<file path="src/rtl/amb_pkg.sv">
// Shared constants, widths and helpers for the accelerometer magnitude band filter.
// No dependencies; imported by the result and coefficient interfaces, amb_isqrt and the top level.
`default_nettype none

package amb_pkg;

   // Default values of the top-level parameters.
   localparam int DEF_SAMPLE_BITS = 16;
   localparam int DEF_COEF_BITS   = 16;
   localparam int DEF_FRAC_BITS   = 4;

   // Fixed widths of the filter path.
   localparam int VAL_BITS  = 22;
   localparam int MAG_BITS  = 20;
   localparam int WIDE_BITS = VAL_BITS + 2;

   // Saturation limits of a filter value, held at the wide width.
   localparam logic signed [WIDE_BITS-1:0] VAL_MAX_WIDE = WIDE_BITS'(2 ** (VAL_BITS - 1) - 1);
   localparam logic signed [WIDE_BITS-1:0] VAL_MIN_WIDE = WIDE_BITS'(-(2 ** (VAL_BITS - 1)));

   // Coefficient register map.
   localparam int CSR_INDEX_BITS = 2;
   localparam logic [CSR_INDEX_BITS-1:0] CSR_HIGHPASS_COEFF = CSR_INDEX_BITS'(0);
   localparam logic [CSR_INDEX_BITS-1:0] CSR_LOWPASS_COEFF  = CSR_INDEX_BITS'(1);

   // Coefficient reset values (Q0.16 fractions of one).
   localparam int HP_COEF_RESET = 63537;
   localparam int LP_COEF_RESET = 10388;

   // Clamp a wide signed value to the signed filter range.
   function automatic logic signed [VAL_BITS-1:0] sat_val(input logic signed [WIDE_BITS-1:0] v);
      logic signed [WIDE_BITS-1:0] c;
      priority if (v > VAL_MAX_WIDE) begin
         c = VAL_MAX_WIDE;
      end else if (v < VAL_MIN_WIDE) begin
         c = VAL_MIN_WIDE;
      end else begin
         c = v;
      end
      return signed'(c[VAL_BITS-1:0]);
   endfunction

endpackage

`default_nettype wire

</file>
<file path="src/rtl/amb_req_if.sv">
// Sample request channel: valid/ready handshake with three signed axis readings.
// Depends on nothing but its width parameter.
`default_nettype none

interface amb_req_if #(
   parameter int SAMPLE_BITS = 16
);
   logic                          valid;
   logic                          ready;
   logic signed [SAMPLE_BITS-1:0] accel_x;
   logic signed [SAMPLE_BITS-1:0] accel_y;
   logic signed [SAMPLE_BITS-1:0] accel_z;

   modport source (output valid, output accel_x, output accel_y, output accel_z, input ready);
   modport sink   (input valid, input accel_x, input accel_y, input accel_z, output ready);
endinterface

`default_nettype wire

</file>
<file path="src/rtl/amb_rsp_if.sv">
// Result channel: valid/ready handshake carrying the filtered magnitude.
// Depends on amb_pkg for the value width.
`default_nettype none

interface amb_rsp_if;
   import amb_pkg::*;

   logic                       valid;
   logic                       ready;
   logic signed [VAL_BITS-1:0] filtered_magnitude;

   modport source (output valid, output filtered_magnitude, input ready);
   modport sink   (input valid, input filtered_magnitude, output ready);
endinterface

`default_nettype wire

</file>
<file path="src/rtl/amb_csr_if.sv">
// Coefficient write channel: valid/ready handshake with register index and data.
// Depends on amb_pkg for the index width.
`default_nettype none

interface amb_csr_if #(
   parameter int DATA_BITS = 16
);
   import amb_pkg::*;

   logic                      valid;
   logic                      ready;
   logic [CSR_INDEX_BITS-1:0] index;
   logic [DATA_BITS-1:0]      data;

   modport source (output valid, output index, output data, input ready);
   modport sink   (input valid, input index, input data, output ready);
endinterface

`default_nettype wire

</file>
<file path="src/rtl/amb_mul.sv">
// Shared signed multiplier with a registered product, used for the squares and both filters.
// Standalone; no package dependency.
`default_nettype none

module amb_mul #(
   parameter int A_BITS = 24,
   parameter int B_BITS = 17
) (
   input  wire logic                              clock,
   input  wire logic signed [A_BITS-1:0]          op_a,
   input  wire logic signed [B_BITS-1:0]          op_b,
   output      logic signed [A_BITS+B_BITS-1:0]   product
);

   logic signed [A_BITS+B_BITS-1:0] product_ff;
   logic signed [A_BITS+B_BITS-1:0] product_in;

   // Full-precision product; operands are selected by the sequencer every cycle.
   always_comb begin
      product_in = (A_BITS + B_BITS)'(op_a) * (A_BITS + B_BITS)'(op_b);
   end

   always_ff @(posedge clock) begin
      product_ff <= product_in;
   end

   assign product = product_ff;

endmodule

`default_nettype wire

</file>
<file path="src/rtl/amb_isqrt.sv">
// Iterative integer square root, one root bit per cycle (restoring digit recurrence).
// Depends on amb_pkg only through the import convention; widths come from ROOT_BITS.
`default_nettype none

module amb_isqrt #(
   parameter int ROOT_BITS = 21
) (
   input  wire logic                     clock,
   input  wire logic                     reset,
   input  wire logic                     start,
   input  wire logic [2*ROOT_BITS-1:0]   radicand,
   output      logic                     done,
   output      logic [ROOT_BITS-1:0]     root
);
   import amb_pkg::*;

   localparam int RAD_BITS = 2 * ROOT_BITS;
   localparam int CNT_BITS = $clog2(ROOT_BITS);

   logic [RAD_BITS-1:0]  rad_ff,   rad_in;
   logic [ROOT_BITS-1:0] rem_ff,   rem_in;
   logic [ROOT_BITS-1:0] root_ff,  root_in;
   logic [CNT_BITS-1:0]  count_ff, count_in;
   logic                 busy_ff,  busy_in;
   logic                 done_ff,  done_in;

   logic [ROOT_BITS+1:0] rem_shift;
   logic [ROOT_BITS+1:0] trial;
   logic [ROOT_BITS+1:0] rem_diff;

   // One recurrence step: bring down two radicand bits and try the next root bit.
   always_comb begin
      rem_shift = {rem_ff, rad_ff[RAD_BITS-1 -: 2]};
      trial     = {root_ff, 2'b01};
      rem_diff  = rem_shift - trial;

      rad_in   = rad_ff;
      rem_in   = rem_ff;
      root_in  = root_ff;
      count_in = count_ff;
      busy_in  = busy_ff;
      done_in  = 1'b0;

      if (start) begin
         rad_in   = radicand;
         rem_in   = '0;
         root_in  = '0;
         count_in = CNT_BITS'(ROOT_BITS - 1);
         busy_in  = 1'b1;
      end else if (busy_ff) begin
         rad_in = rad_ff << 2;
         if (rem_shift >= trial) begin
            rem_in  = rem_diff[ROOT_BITS-1:0];
            root_in = {root_ff[ROOT_BITS-2:0], 1'b1};
         end else begin
            rem_in  = rem_shift[ROOT_BITS-1:0];
            root_in = {root_ff[ROOT_BITS-2:0], 1'b0};
         end
         count_in = count_ff - CNT_BITS'(1);
         if (count_ff == '0) begin
            busy_in = 1'b0;
            done_in = 1'b1;
         end
      end
   end

   // Control state is reset; the datapath registers are not.
   always_ff @(posedge clock) begin
      if (reset) begin
         busy_ff <= 1'b0;
         done_ff <= 1'b0;
      end else begin
         busy_ff <= busy_in;
         done_ff <= done_in;
      end
      rad_ff   <= rad_in;
      rem_ff   <= rem_in;
      root_ff  <= root_in;
      count_ff <= count_in;
   end

   assign done = done_ff;
   assign root = root_ff;

`ifndef ASSERT_OFF
   // The root is announced only after the unit has been iterating.
   assert_done_after_busy: assert property (@(posedge clock) disable iff (reset)
      done_ff |-> $past(busy_ff))
      else $error("square root finished without iterating");

   // A start launches the iteration on the next cycle.
   assert_start_busy: assert property (@(posedge clock) disable iff (reset)
      start |=> busy_ff)
      else $error("square root start did not begin iterating");

   // Busy and done never overlap.
   assert_done_idle: assert property (@(posedge clock) disable iff (reset)
      done_ff |-> !busy_ff)
      else $error("square root done while still busy");
`endif

endmodule

`default_nettype wire

</file>
<file path="src/rtl/accel_magnitude_bandpass.sv">
// Accelerometer magnitude band filter: top level with sequencer and filter state.
// Depends on amb_pkg, the three channel interfaces, amb_mul and amb_isqrt.
`default_nettype none

// Takes one (x, y, z) sample per request and returns one band-filtered magnitude.
// The magnitude is the floored square root of x*x + y*y + z*z with FRAC_BITS
// fraction bits, followed by a first-order high-pass and a first-order low-pass
// filter whose Q0.16 coefficients are written through the csr channel
// (index 0 high-pass, index 1 low-pass; other indexes are ignored). Most of the time
// per sample goes to the square-root unit, which resolves one root bit per cycle;
// the rest goes to the three squares and two filter products on the single shared
// multiplier and their sequencing. The block takes no new request while a sample is
// in flight, but a finished result waits in the output register while the next
// request is accepted; if that result is still waiting when the next one is ready,
// the block holds until it is taken. Coefficients are to be written only while the
// block is idle.
module accel_magnitude_bandpass #(
   parameter int SAMPLE_BITS = amb_pkg::DEF_SAMPLE_BITS,
   parameter int COEF_BITS   = amb_pkg::DEF_COEF_BITS,
   parameter int FRAC_BITS   = amb_pkg::DEF_FRAC_BITS
) (
   input wire logic  clock,
   input wire logic  reset,
   amb_req_if.sink   req_bus,
   amb_rsp_if.source rsp_bus,
   amb_csr_if.sink   csr_bus
);
   import amb_pkg::*;

   localparam int SUM_BITS  = 2 * SAMPLE_BITS + 2;
   localparam int ROOT_BITS = SAMPLE_BITS + 1 + FRAC_BITS;
   localparam int RAD_BITS  = 2 * ROOT_BITS;
   localparam int MUL_A     = (SAMPLE_BITS > VAL_BITS) ? SAMPLE_BITS : VAL_BITS;
   localparam int MUL_B     = (SAMPLE_BITS > COEF_BITS + 1) ? SAMPLE_BITS : COEF_BITS + 1;
   localparam int PROD_BITS = MUL_A + MUL_B;

   typedef enum logic [3:0] {
      ST_IDLE,
      ST_MUL_X,
      ST_MUL_Y,
      ST_MUL_Z,
      ST_ACC_Z,
      ST_ROOT,
      ST_HP_MUL,
      ST_HP_SAT,
      ST_LP_MUL,
      ST_LP_SUM
   } state_type;

   state_type state_ff, state_in;

   // Sample and accumulation registers.
   logic signed [SAMPLE_BITS-1:0] x_ff, x_in;
   logic signed [SAMPLE_BITS-1:0] y_ff, y_in;
   logic signed [SAMPLE_BITS-1:0] z_ff, z_in;
   logic [SUM_BITS-1:0]           sum_ff, sum_in;

   // Filter working registers.
   logic [MAG_BITS-1:0]           mag_ff, mag_in;
   logic signed [VAL_BITS-1:0]    acc_ff, acc_in;
   logic signed [VAL_BITS-1:0]    hp_new_ff, hp_new_in;

   // Filter state carried from sample to sample.
   logic [MAG_BITS-1:0]           last_mag_ff, last_mag_in;
   logic signed [VAL_BITS-1:0]    hp_ff, hp_in;
   logic signed [VAL_BITS-1:0]    lp_ff, lp_in;

   // Coefficient registers.
   logic [COEF_BITS-1:0]          hpc_ff, hpc_in;
   logic [COEF_BITS-1:0]          lpc_ff, lpc_in;

   // Output register.
   logic                          rsp_valid_ff, rsp_valid_in;
   logic signed [VAL_BITS-1:0]    rsp_data_ff, rsp_data_in;

   // Shared unit connections.
   logic signed [MUL_A-1:0]       mul_a;
   logic signed [MUL_B-1:0]       mul_b;
   logic signed [PROD_BITS-1:0]   product;
   logic                          root_start;
   logic [RAD_BITS-1:0]           radicand;
   logic                          root_done;
   logic [ROOT_BITS-1:0]          root;

   // Derived datapath values.
   logic [SUM_BITS-1:0]           sum_next;
   logic [ROOT_BITS+MAG_BITS-1:0] root_ext;
   logic [MAG_BITS-1:0]           mag_sat;
   logic signed [WIDE_BITS-1:0]   hp_sum;
   logic signed [PROD_BITS-1:0]   prod_shift;
   logic signed [WIDE_BITS-1:0]   prod_scaled;
   logic signed [VAL_BITS-1:0]    hp_result;
   logic signed [VAL_BITS-1:0]    lp_result;
   logic                          out_free;

   amb_mul #(
      .A_BITS (MUL_A),
      .B_BITS (MUL_B)
   ) u_mul (
      .clock   (clock),
      .op_a    (mul_a),
      .op_b    (mul_b),
      .product (product)
   );

   amb_isqrt #(
      .ROOT_BITS (ROOT_BITS)
   ) u_isqrt (
      .clock    (clock),
      .reset    (reset),
      .start    (root_start),
      .radicand (radicand),
      .done     (root_done),
      .root     (root)
   );

   // Multiplier operand selection: squares first, then the two filter products.
   always_comb begin
      unique case (state_ff)
         ST_MUL_X: begin
            mul_a = MUL_A'(x_ff);
            mul_b = MUL_B'(x_ff);
         end
         ST_MUL_Y: begin
            mul_a = MUL_A'(y_ff);
            mul_b = MUL_B'(y_ff);
         end
         ST_MUL_Z: begin
            mul_a = MUL_A'(z_ff);
            mul_b = MUL_B'(z_ff);
         end
         ST_LP_MUL, ST_LP_SUM: begin
            mul_a = MUL_A'(acc_ff);
            mul_b = signed'(MUL_B'({1'b0, lpc_ff}));
         end
         default: begin
            mul_a = MUL_A'(acc_ff);
            mul_b = signed'(MUL_B'({1'b0, hpc_ff}));
         end
      endcase
   end

   // Arithmetic around the shared units.
   always_comb begin
      sum_next    = sum_ff + SUM_BITS'(product[2*SAMPLE_BITS-1:0]);
      radicand    = RAD_BITS'(sum_next) << (2 * FRAC_BITS);
      root_start  = (state_ff == ST_ACC_Z);

      root_ext    = (ROOT_BITS + MAG_BITS)'(root);
      mag_sat     = (|root_ext[ROOT_BITS+MAG_BITS-1:MAG_BITS]) ? '1 : root_ext[MAG_BITS-1:0];

      hp_sum      = WIDE_BITS'(hp_ff) + signed'(WIDE_BITS'(mag_sat))
                    - signed'(WIDE_BITS'(last_mag_ff));

      // Arithmetic shift is the floor of the Q0.COEF_BITS scaling.
      prod_shift  = product >>> COEF_BITS;
      prod_scaled = signed'(prod_shift[WIDE_BITS-1:0]);
      hp_result   = sat_val(prod_scaled);
      lp_result   = sat_val(WIDE_BITS'(lp_ff) + prod_scaled);

      out_free    = !rsp_valid_ff || rsp_bus.ready;
   end

   // Sequencer next state and register updates.
   always_comb begin
      state_in     = state_ff;
      x_in         = x_ff;
      y_in         = y_ff;
      z_in         = z_ff;
      sum_in       = sum_ff;
      mag_in       = mag_ff;
      acc_in       = acc_ff;
      hp_new_in    = hp_new_ff;
      last_mag_in  = last_mag_ff;
      hp_in        = hp_ff;
      lp_in        = lp_ff;
      hpc_in       = hpc_ff;
      lpc_in       = lpc_ff;
      rsp_valid_in = rsp_valid_ff;
      rsp_data_in  = rsp_data_ff;

      // The result slot empties when it is taken.
      if (rsp_valid_ff && rsp_bus.ready) begin
         rsp_valid_in = 1'b0;
      end

      // Coefficient writes; unknown indexes are dropped.
      if (csr_bus.valid) begin
         case (csr_bus.index)
            CSR_HIGHPASS_COEFF: hpc_in = csr_bus.data;
            CSR_LOWPASS_COEFF:  lpc_in = csr_bus.data;
            default: ;
         endcase
      end

      unique case (state_ff)
         ST_IDLE: begin
            if (req_bus.valid) begin
               x_in     = req_bus.accel_x;
               y_in     = req_bus.accel_y;
               z_in     = req_bus.accel_z;
               sum_in   = '0;
               state_in = ST_MUL_X;
            end
         end
         ST_MUL_X: begin
            state_in = ST_MUL_Y;
         end
         ST_MUL_Y: begin
            sum_in   = sum_next;
            state_in = ST_MUL_Z;
         end
         ST_MUL_Z: begin
            sum_in   = sum_next;
            state_in = ST_ACC_Z;
         end
         ST_ACC_Z: begin
            state_in = ST_ROOT;
         end
         ST_ROOT: begin
            if (root_done) begin
               mag_in   = mag_sat;
               acc_in   = sat_val(hp_sum);
               state_in = ST_HP_MUL;
            end
         end
         ST_HP_MUL: begin
            state_in = ST_HP_SAT;
         end
         ST_HP_SAT: begin
            hp_new_in = hp_result;
            acc_in    = sat_val(WIDE_BITS'(hp_result) - WIDE_BITS'(lp_ff));
            state_in  = ST_LP_MUL;
         end
         ST_LP_MUL: begin
            state_in = ST_LP_SUM;
         end
         ST_LP_SUM: begin
            // Commit only when the output register can take the result.
            if (out_free) begin
               lp_in        = lp_result;
               hp_in        = hp_new_ff;
               last_mag_in  = mag_ff;
               rsp_data_in  = lp_result;
               rsp_valid_in = 1'b1;
               state_in     = ST_IDLE;
            end
         end
         default: begin
            state_in = ST_IDLE;
         end
      endcase
   end

   // State, filter history, coefficients, sample and working registers, and the output register.
   always_ff @(posedge clock) begin
      if (reset) begin
         state_ff     <= ST_IDLE;
         last_mag_ff  <= '0;
         hp_ff        <= '0;
         lp_ff        <= '0;
         hpc_ff       <= COEF_BITS'(HP_COEF_RESET);
         lpc_ff       <= COEF_BITS'(LP_COEF_RESET);
         rsp_valid_ff <= 1'b0;
      end else begin
         state_ff     <= state_in;
         last_mag_ff  <= last_mag_in;
         hp_ff        <= hp_in;
         lp_ff        <= lp_in;
         hpc_ff       <= hpc_in;
         lpc_ff       <= lpc_in;
         rsp_valid_ff <= rsp_valid_in;
      end
      x_ff        <= x_in;
      y_ff        <= y_in;
      z_ff        <= z_in;
      sum_ff      <= sum_in;
      mag_ff      <= mag_in;
      acc_ff      <= acc_in;
      hp_new_ff   <= hp_new_in;
      rsp_data_ff <= rsp_data_in;
   end

   assign req_bus.ready              = (state_ff == ST_IDLE);
   assign csr_bus.ready              = 1'b1;
   assign rsp_bus.valid              = rsp_valid_ff;
   assign rsp_bus.filtered_magnitude = rsp_data_ff;

`ifndef ASSERT_OFF
   // An accepted request always starts the square sequence.
   assert_accept_starts: assert property (@(posedge clock) disable iff (reset)
      (req_bus.valid && req_bus.ready) |=> (state_ff == ST_MUL_X))
      else $error("accepted request did not start the sequence");

   // The root unit only reports while the sequencer waits for it.
   assert_root_in_wait: assert property (@(posedge clock) disable iff (reset)
      root_done |-> (state_ff == ST_ROOT))
      else $error("square root result arrived outside the wait state");

   // A new result appears only on the commit step of the low-pass filter.
   assert_result_from_commit: assert property (@(posedge clock) disable iff (reset)
      (rsp_valid_ff && !$past(rsp_valid_ff && rsp_bus.ready) && !$past(rsp_valid_ff))
      |-> $past(state_ff == ST_LP_SUM))
      else $error("result appeared without a filter commit");

   // Filter history changes only when a result is committed.
   assert_history_commit: assert property (@(posedge clock) disable iff (reset)
      (state_ff != ST_LP_SUM) |=> ($stable(lp_ff) && $stable(hp_ff) && $stable(last_mag_ff)))
      else $error("filter history changed outside a commit");
`endif

endmodule

`default_nettype wire

</file>
<file path="src/flat_wrapper.sv">
// flat-port wrapper written by rule: the top's interface ports become plain ports
module accel_magnitude_bandpass_flat import amb_pkg::*;
#(
   parameter int SAMPLE_BITS = amb_pkg::DEF_SAMPLE_BITS,
   parameter int COEF_BITS   = amb_pkg::DEF_COEF_BITS,
   parameter int FRAC_BITS   = amb_pkg::DEF_FRAC_BITS
)
  (clock, reset, req_bus_valid, req_bus_accel_x, req_bus_accel_y, req_bus_accel_z, req_bus_ready, rsp_bus_valid, rsp_bus_filtered_magnitude, rsp_bus_ready, csr_bus_valid, csr_bus_index, csr_bus_data, csr_bus_ready);
  amb_req_if #(.SAMPLE_BITS(SAMPLE_BITS)) req_bus_i ();
  amb_rsp_if rsp_bus_i ();
  amb_csr_if #(.DATA_BITS(DEF_COEF_BITS)) csr_bus_i ();
  input wire logic clock;
  input wire logic reset;
  input wire logic [$bits(req_bus_i.valid)-1:0] req_bus_valid;
  input wire logic [$bits(req_bus_i.accel_x)-1:0] req_bus_accel_x;
  input wire logic [$bits(req_bus_i.accel_y)-1:0] req_bus_accel_y;
  input wire logic [$bits(req_bus_i.accel_z)-1:0] req_bus_accel_z;
  output wire logic [$bits(req_bus_i.ready)-1:0] req_bus_ready;
  output wire logic [$bits(rsp_bus_i.valid)-1:0] rsp_bus_valid;
  output wire logic [$bits(rsp_bus_i.filtered_magnitude)-1:0] rsp_bus_filtered_magnitude;
  input wire logic [$bits(rsp_bus_i.ready)-1:0] rsp_bus_ready;
  input wire logic [$bits(csr_bus_i.valid)-1:0] csr_bus_valid;
  input wire logic [$bits(csr_bus_i.index)-1:0] csr_bus_index;
  input wire logic [$bits(csr_bus_i.data)-1:0] csr_bus_data;
  output wire logic [$bits(csr_bus_i.ready)-1:0] csr_bus_ready;
  assign req_bus_i.valid = req_bus_valid;
  assign req_bus_i.accel_x = req_bus_accel_x;
  assign req_bus_i.accel_y = req_bus_accel_y;
  assign req_bus_i.accel_z = req_bus_accel_z;
  assign req_bus_ready = req_bus_i.ready;
  assign rsp_bus_valid = rsp_bus_i.valid;
  assign rsp_bus_filtered_magnitude = rsp_bus_i.filtered_magnitude;
  assign rsp_bus_i.ready = rsp_bus_ready;
  assign csr_bus_i.valid = csr_bus_valid;
  assign csr_bus_i.index = csr_bus_index;
  assign csr_bus_i.data = csr_bus_data;
  assign csr_bus_ready = csr_bus_i.ready;
  accel_magnitude_bandpass #(.SAMPLE_BITS(SAMPLE_BITS), .COEF_BITS(COEF_BITS), .FRAC_BITS(FRAC_BITS)) u_core (.clock(clock), .reset(reset), .req_bus(req_bus_i), .rsp_bus(rsp_bus_i), .csr_bus(csr_bus_i));
endmodule
</file>
<file path="config.mk">
export PLATFORM = sky130hd
export DESIGN_NAME = accel_magnitude_bandpass_flat
export DESIGN_NICKNAME = d
export VERILOG_FILES = /design/src/rtl/amb_pkg.sv /design/src/rtl/amb_req_if.sv /design/src/rtl/amb_rsp_if.sv /design/src/rtl/amb_csr_if.sv /design/src/rtl/amb_mul.sv /design/src/rtl/amb_isqrt.sv /design/src/rtl/accel_magnitude_bandpass.sv /design/src/flat_wrapper.sv
export SDC_FILE = /design/constraint.sdc
export NUM_CORES = 2
export LEC_CHECK = 0
export BUFFER_PORTS_ARGS = -buffer_cell sky130_fd_sc_hd__buf_2
export CAP_MARGIN = 10
export CORE_ASPECT_RATIO = 1.75
export CORE_UTILIZATION = 50
export DETAILED_ROUTE_END_ITERATION = 8
export PLACE_DENSITY = 0.63
export SLEW_MARGIN = 20
export SYNTH_ARGS = -nofsm -noshare
export SYNTH_HDL_FRONTEND = slang
export SYNTH_SLANG_ARGS = --single-unit
</file>
<file path="constraint.sdc">
create_clock -name clock -period 11.4 [get_ports clock]
set_input_delay 3.42 -clock clock [delete_from_list [all_inputs] [get_ports clock]]
set_output_delay 3.42 -clock clock [all_outputs]
set_load 0.01 [all_outputs]
</file>
==> results <==
- The standard cell core area is 67300 µm².
- Clock tree synthesis found a total of 391 sinks.
- Excluding fillers, the count of instances in the completed layout stands at 4687.
- The floorplan has ~130 rows.
- The floorplan die width is 199 µm.
- The top-level port count is 96.
- The relative max-transition margin is 19.7%.
- The area added between synthesis and finish is 8.88%.
- The number of buffers on the longest clock path is 3.
- The total overflow left after global routing is 0.
- After synthesis the cells add up to 34000 µm².
- In this run the critical register-to-register path is launched from u_core.state_ff[1].
- The number of storage elements in the synthesis netlist is 391.
- The critical path's most frequent cell is sky130_fd_sc_hd__fa_1.
- For the worst setup path, the data required time is 11.95 ns.
- The post-synthesis average cell area is 9.20 µm².
- The number of antenna violations at the first check in global routing is 13.
- The final weighted congestion in routability-driven placement is 1.01.
- The number of pins with negative max-slew slack in the final report was 0.
- STA puts the critical path data arrival time at 9.86 ns.
- The post-cts resize count is 0.
- The worst slack on hold paths is 0.454 ns.
- The startpoint identified for the worst hold timing path is u_core.last_mag_ff[5].
- The global-route wire length before repair is 166000 µm.
- For this run, design rule violations remaining after detail routing come to 0.
- The pre-antenna-repair detailed-routing pass consisted of 5 iterations.
- The aggregate negative setup slack is 0 ns.
- The Yosys step of the flow raised 0 warnings.
- The start point of the critical path is u_core.state_ff[1].
- The floorplan step defined a die boundary enclosing about 70000 µm².
- Using the TritonRoute via totals, the vias-per-cell ratio works out to 5.66.
- Setup violations remaining at the end of the flow were counted as 0.
- At the pin with the least slew margin, the transition time is 1.20 ns.
- Entering global routing, the biggest net connects 74 pins.
- Setup repair after global routing left no endpoint under its margin.
- The post-route clock skew is 0.0532 ns.
- The post-route netlist has 7.27% of its cells at a drive strength greater than 1.
- The via count of the first global-routing pass came to 28200.
- In the finished design, the share of the clock period the worst path needs comes to around four fifths.
- The maximum net fanout on the critical path is 31.
- The most common flop cell mapped by yosys is sky130_fd_sc_hd__edfxtp_1.
- Of all flip-flops after synthesis, the portion carrying an async set or reset was 0%.
- The global-route usage over all layers is between 30% and 40%.
- The portion of the post-synthesis area used by sequential elements is roughly 29%.
- The worst setup path category is flop to flop.
- The minimum clock period is 9.31 ns.
- The CTS clock-pin slew for the worst setup and hold paths is 0.06 ns.
- The slowest stage of the critical path belongs to the cell sky130_fd_sc_hd__dfxtp_2.
- The worst setup path is launched from a flop.
- Cells fill 55.0% of the core in the end.
- The post-CTS setup buffer count is 0.
- In this design, the stage delay of the slowest critical-path cell is 0.99 ns.
- The flow ran to the end, and the final reports show no timing, DRC or antenna violations.
- The worst hold path was traced through 2 stages.
- The die height is between 300 and 400 µm.
- The number of buffers added by the clock tree synthesis step is 41.
- The post-detailed-placement half-perimeter wirelength is just under 90000 µm.
- Synthesis produced a netlist whose cell count is between 3000 and 4000.
- Input and output buffers added on the ports amount to 94.
- The worst hold path terminates at u_core.last_mag_ff[5].
- The final hold violation count is 0.
- The later-pin clock latency in the skew report is about 0.63 ns.
- The endpoint identified for the worst register-to-register timing path is u_core.u_mul.product[37].
- The initial standard-cell utilization of the core is 50.5%.
- Measured in cells, the most critical reg-to-reg path has a length of 28.
- The reported max-cap violation count is 0.
- The final routed wire length divided by cell count is 23.2 µm.
- The path class of the tightest hold or removal check is flop to flop.
- In this run, synthesis inferred 202 flip-flops with an integrated enable.
- The kind of capture point of the worst setup path is a flop.
- The number of placed instances, taps included, is 4602.
- The number of levels in the clock H-tree is 2.
- Wires add up to approximately 110000 µm.
- After the last flow step, the layout net total stands at 4433.
- The clock tree root driver cell is sky130_fd_sc_hd__clkbuf_16.
- The number of nets with antenna violations after detailed routing is 0.
- The total via count after detailed routing is 26500.
- The CTS tree is done.
- The highest clock rate is about 110 MHz.
- Buffers inserted to repair hold after CTS numbered 0.
- The number of different library cells in the post-synthesis netlist is 82.
- For this block, the initial DRC count from the detailed router was 1489.
- In this run the register-to-register setup slack is 2.09 ns.
layer usage:
layer  GRT usage, %  part of all wire (%)  vias to the layer above
li1               -                     -                    12200
met1           32.8                    33                    12900
met2           57.1                    51                      927
met3           5.46                   5.3                      444
met4           30.0                    11                        6
met5              0                 0.025                        -
sequential cells by signal (all words and copies together), names as in the netlist:
| signal | flops |
|---|---|
| u_core.z_ff | 16 |
| u_core.hp_ff | 22 |
| u_core.u_isqrt.root | 21 |
| u_core.u_isqrt.count_ff | 5 |
| u_core.acc_ff | 22 |
| u_core.u_isqrt.busy_ff | 1 |
| u_core.rsp_bus.valid | 1 |
| u_core.lp_ff | 22 |
| u_core.mag_ff | 20 |
| u_core.x_ff | 16 |
| u_core.sum_ff | 34 |
| u_core.hp_new_ff | 22 |
| u_core.rsp_bus.filtered_magnitude | 22 |
| u_core.u_isqrt.done | 1 |
| u_core.y_ff | 16 |
| u_core.u_isqrt.rad_ff | 34 |
| u_core.hpc_ff | 16 |
| u_core.u_mul.product | 39 |
| u_core.lpc_ff | 16 |
| u_core.u_isqrt.rem_ff | 21 |
| u_core.state_ff | 4 |
| u_core.last_mag_ff | 20 |
synth_stat cells (11+ instances only):
cell type	n	area share, %
sky130_fd_sc_hd__nor2b_1	24	0.44
sky130_fd_sc_hd__nand3_1	31	0.46
sky130_fd_sc_hd__a21oi_1	234	3.4
sky130_fd_sc_hd__mux2i_1	28	0.82
sky130_fd_sc_hd__clkbuf_1	121	1.3
sky130_fd_sc_hd__nor3_1	22	0.32
sky130_fd_sc_hd__o211ai_1	11	0.24
sky130_fd_sc_hd__nand3b_1	17	0.38
sky130_fd_sc_hd__dfxtp_1	189	11
sky130_fd_sc_hd__a21o_1	69	1.5
sky130_fd_sc_hd__a221o_1	19	0.56
sky130_fd_sc_hd__buf_2	11	0.16
sky130_fd_sc_hd__mux2_2	16	0.53
sky130_fd_sc_hd__and3_1	17	0.31
sky130_fd_sc_hd__o21ai_1	30	0.44
sky130_fd_sc_hd__fa_1	395	23
sky130_fd_sc_hd__o21bai_1	21	0.46
sky130_fd_sc_hd__xor2_1	46	1.2
sky130_fd_sc_hd__o21a_1	19	0.42
sky130_fd_sc_hd__xnor2_1	102	2.6
sky130_fd_sc_hd__ha_1	218	8.0
sky130_fd_sc_hd__a221oi_1	14	0.36
sky130_fd_sc_hd__a22oi_1	34	0.75
sky130_fd_sc_hd__a31oi_1	19	0.35
sky130_fd_sc_hd__nand2_1	572	6.3
sky130_fd_sc_hd__a211oi_1	48	1.1
sky130_fd_sc_hd__nor2_1	368	4.1
sky130_fd_sc_hd__and2_1	13	0.24
sky130_fd_sc_hd__nand2b_1	29	0.53
sky130_fd_sc_hd__edfxtp_1	202	18
sky130_fd_sc_hd__o21ai_0	109	1.6
sky130_fd_sc_hd__inv_1	517	5.7
cells by family (layout without fill, tap and decap cells):
| logic type | Yosys count | in the layout | synth area share [%] |
|---|---|---|---|
| xor+xnor | 148 | 148 | 3.81 |
| compound gates | 698 | 698 | 13.1 |
| other cells | 2 | 17 | 0.0221 |
| simple gates | 1141 | 1141 | 14.1 |
| mux | 44 | 44 | 1.35 |
| buf+inv | 660 | 739 | 7.36 |
| flops | 391 | 391 | 29.0 |
| fa+ha+maj | 613 | 613 | 31.3 |
stage by stage:
step | setup slack (ns) | instance area, µm²
6_report | 2.09 | 37000
5_1_grt | 1.65 | 37000
4_1_cts | 2.28 | 37000
3_5_place_dp | 2.33 | 35500
3_3_place_gp | 2.37 | 35500
2_1_floorplan | 3.74 | 34000
cell usage in the layout (no fill, tap or decap), types with 47 or more instances in the layout:
cell type / count
sky130_fd_sc_hd__xnor2_1: 102
sky130_fd_sc_hd__o21ai_0: 109
sky130_fd_sc_hd__fa_1: 395
sky130_fd_sc_hd__nand2_1: 571
sky130_fd_sc_hd__nor2_1: 368
sky130_fd_sc_hd__ha_1: 218
sky130_fd_sc_hd__edfxtp_1: 202
sky130_fd_sc_hd__buf_2: 93
sky130_fd_sc_hd__a21oi_1: 232
sky130_fd_sc_hd__inv_1: 516
sky130_fd_sc_hd__dfxtp_1: 187
sky130_fd_sc_hd__a211oi_1: 47
sky130_fd_sc_hd__buf_4: 53
sky130_fd_sc_hd__a21o_1: 69
how the worst max path moves through the flow:
stage / cells after the start / slack, ns / endpoint
6_report: 28 / 2.09 / u_core.u_mul.product[37]
5_1_grt: 28 / 1.65 / u_core.u_mul.product[37]
4_1_cts: 28 / 2.28 / u_core.u_mul.product[37]
3_5_place_dp: 28 / 2.33 / u_core.u_mul.product[35]
3_3_place_gp: 28 / 2.37 / u_core.u_mul.product[35]
2_1_floorplan: 28 / 3.74 / u_core.u_mul.product[35]
area by class of cell:
cell class                      instances  area, µm²
Sequential cell                       391       9850
Multi-Input combinational cell       2652      21800
Inverter                              517       1940
Tap cell                              896       1120
Antenna cell                            9       22.5
Timing Repair Buffer                  146        863
Fill cell                            6228      30300
Clock buffer                           51       1130
Clock inverter                         25        337
worst max-delay path, delay by kind of cell (launching register included):
kind | cells | cell delay (ns)
buffers and inverters | 5 | 0.60
flip-flops | 1 | 0.99
AND/OR/NAND/NOR | 8 | 1.91
multiplexers | 1 | 0.41
adder cells (fa/ha/maj) | 7 | 3.43
AO/OA/AOI/OAI | 7 | 1.86
Power is not shown: default switching activity piles up to over one toggle a cycle in this logic, so the estimate is an artifact.
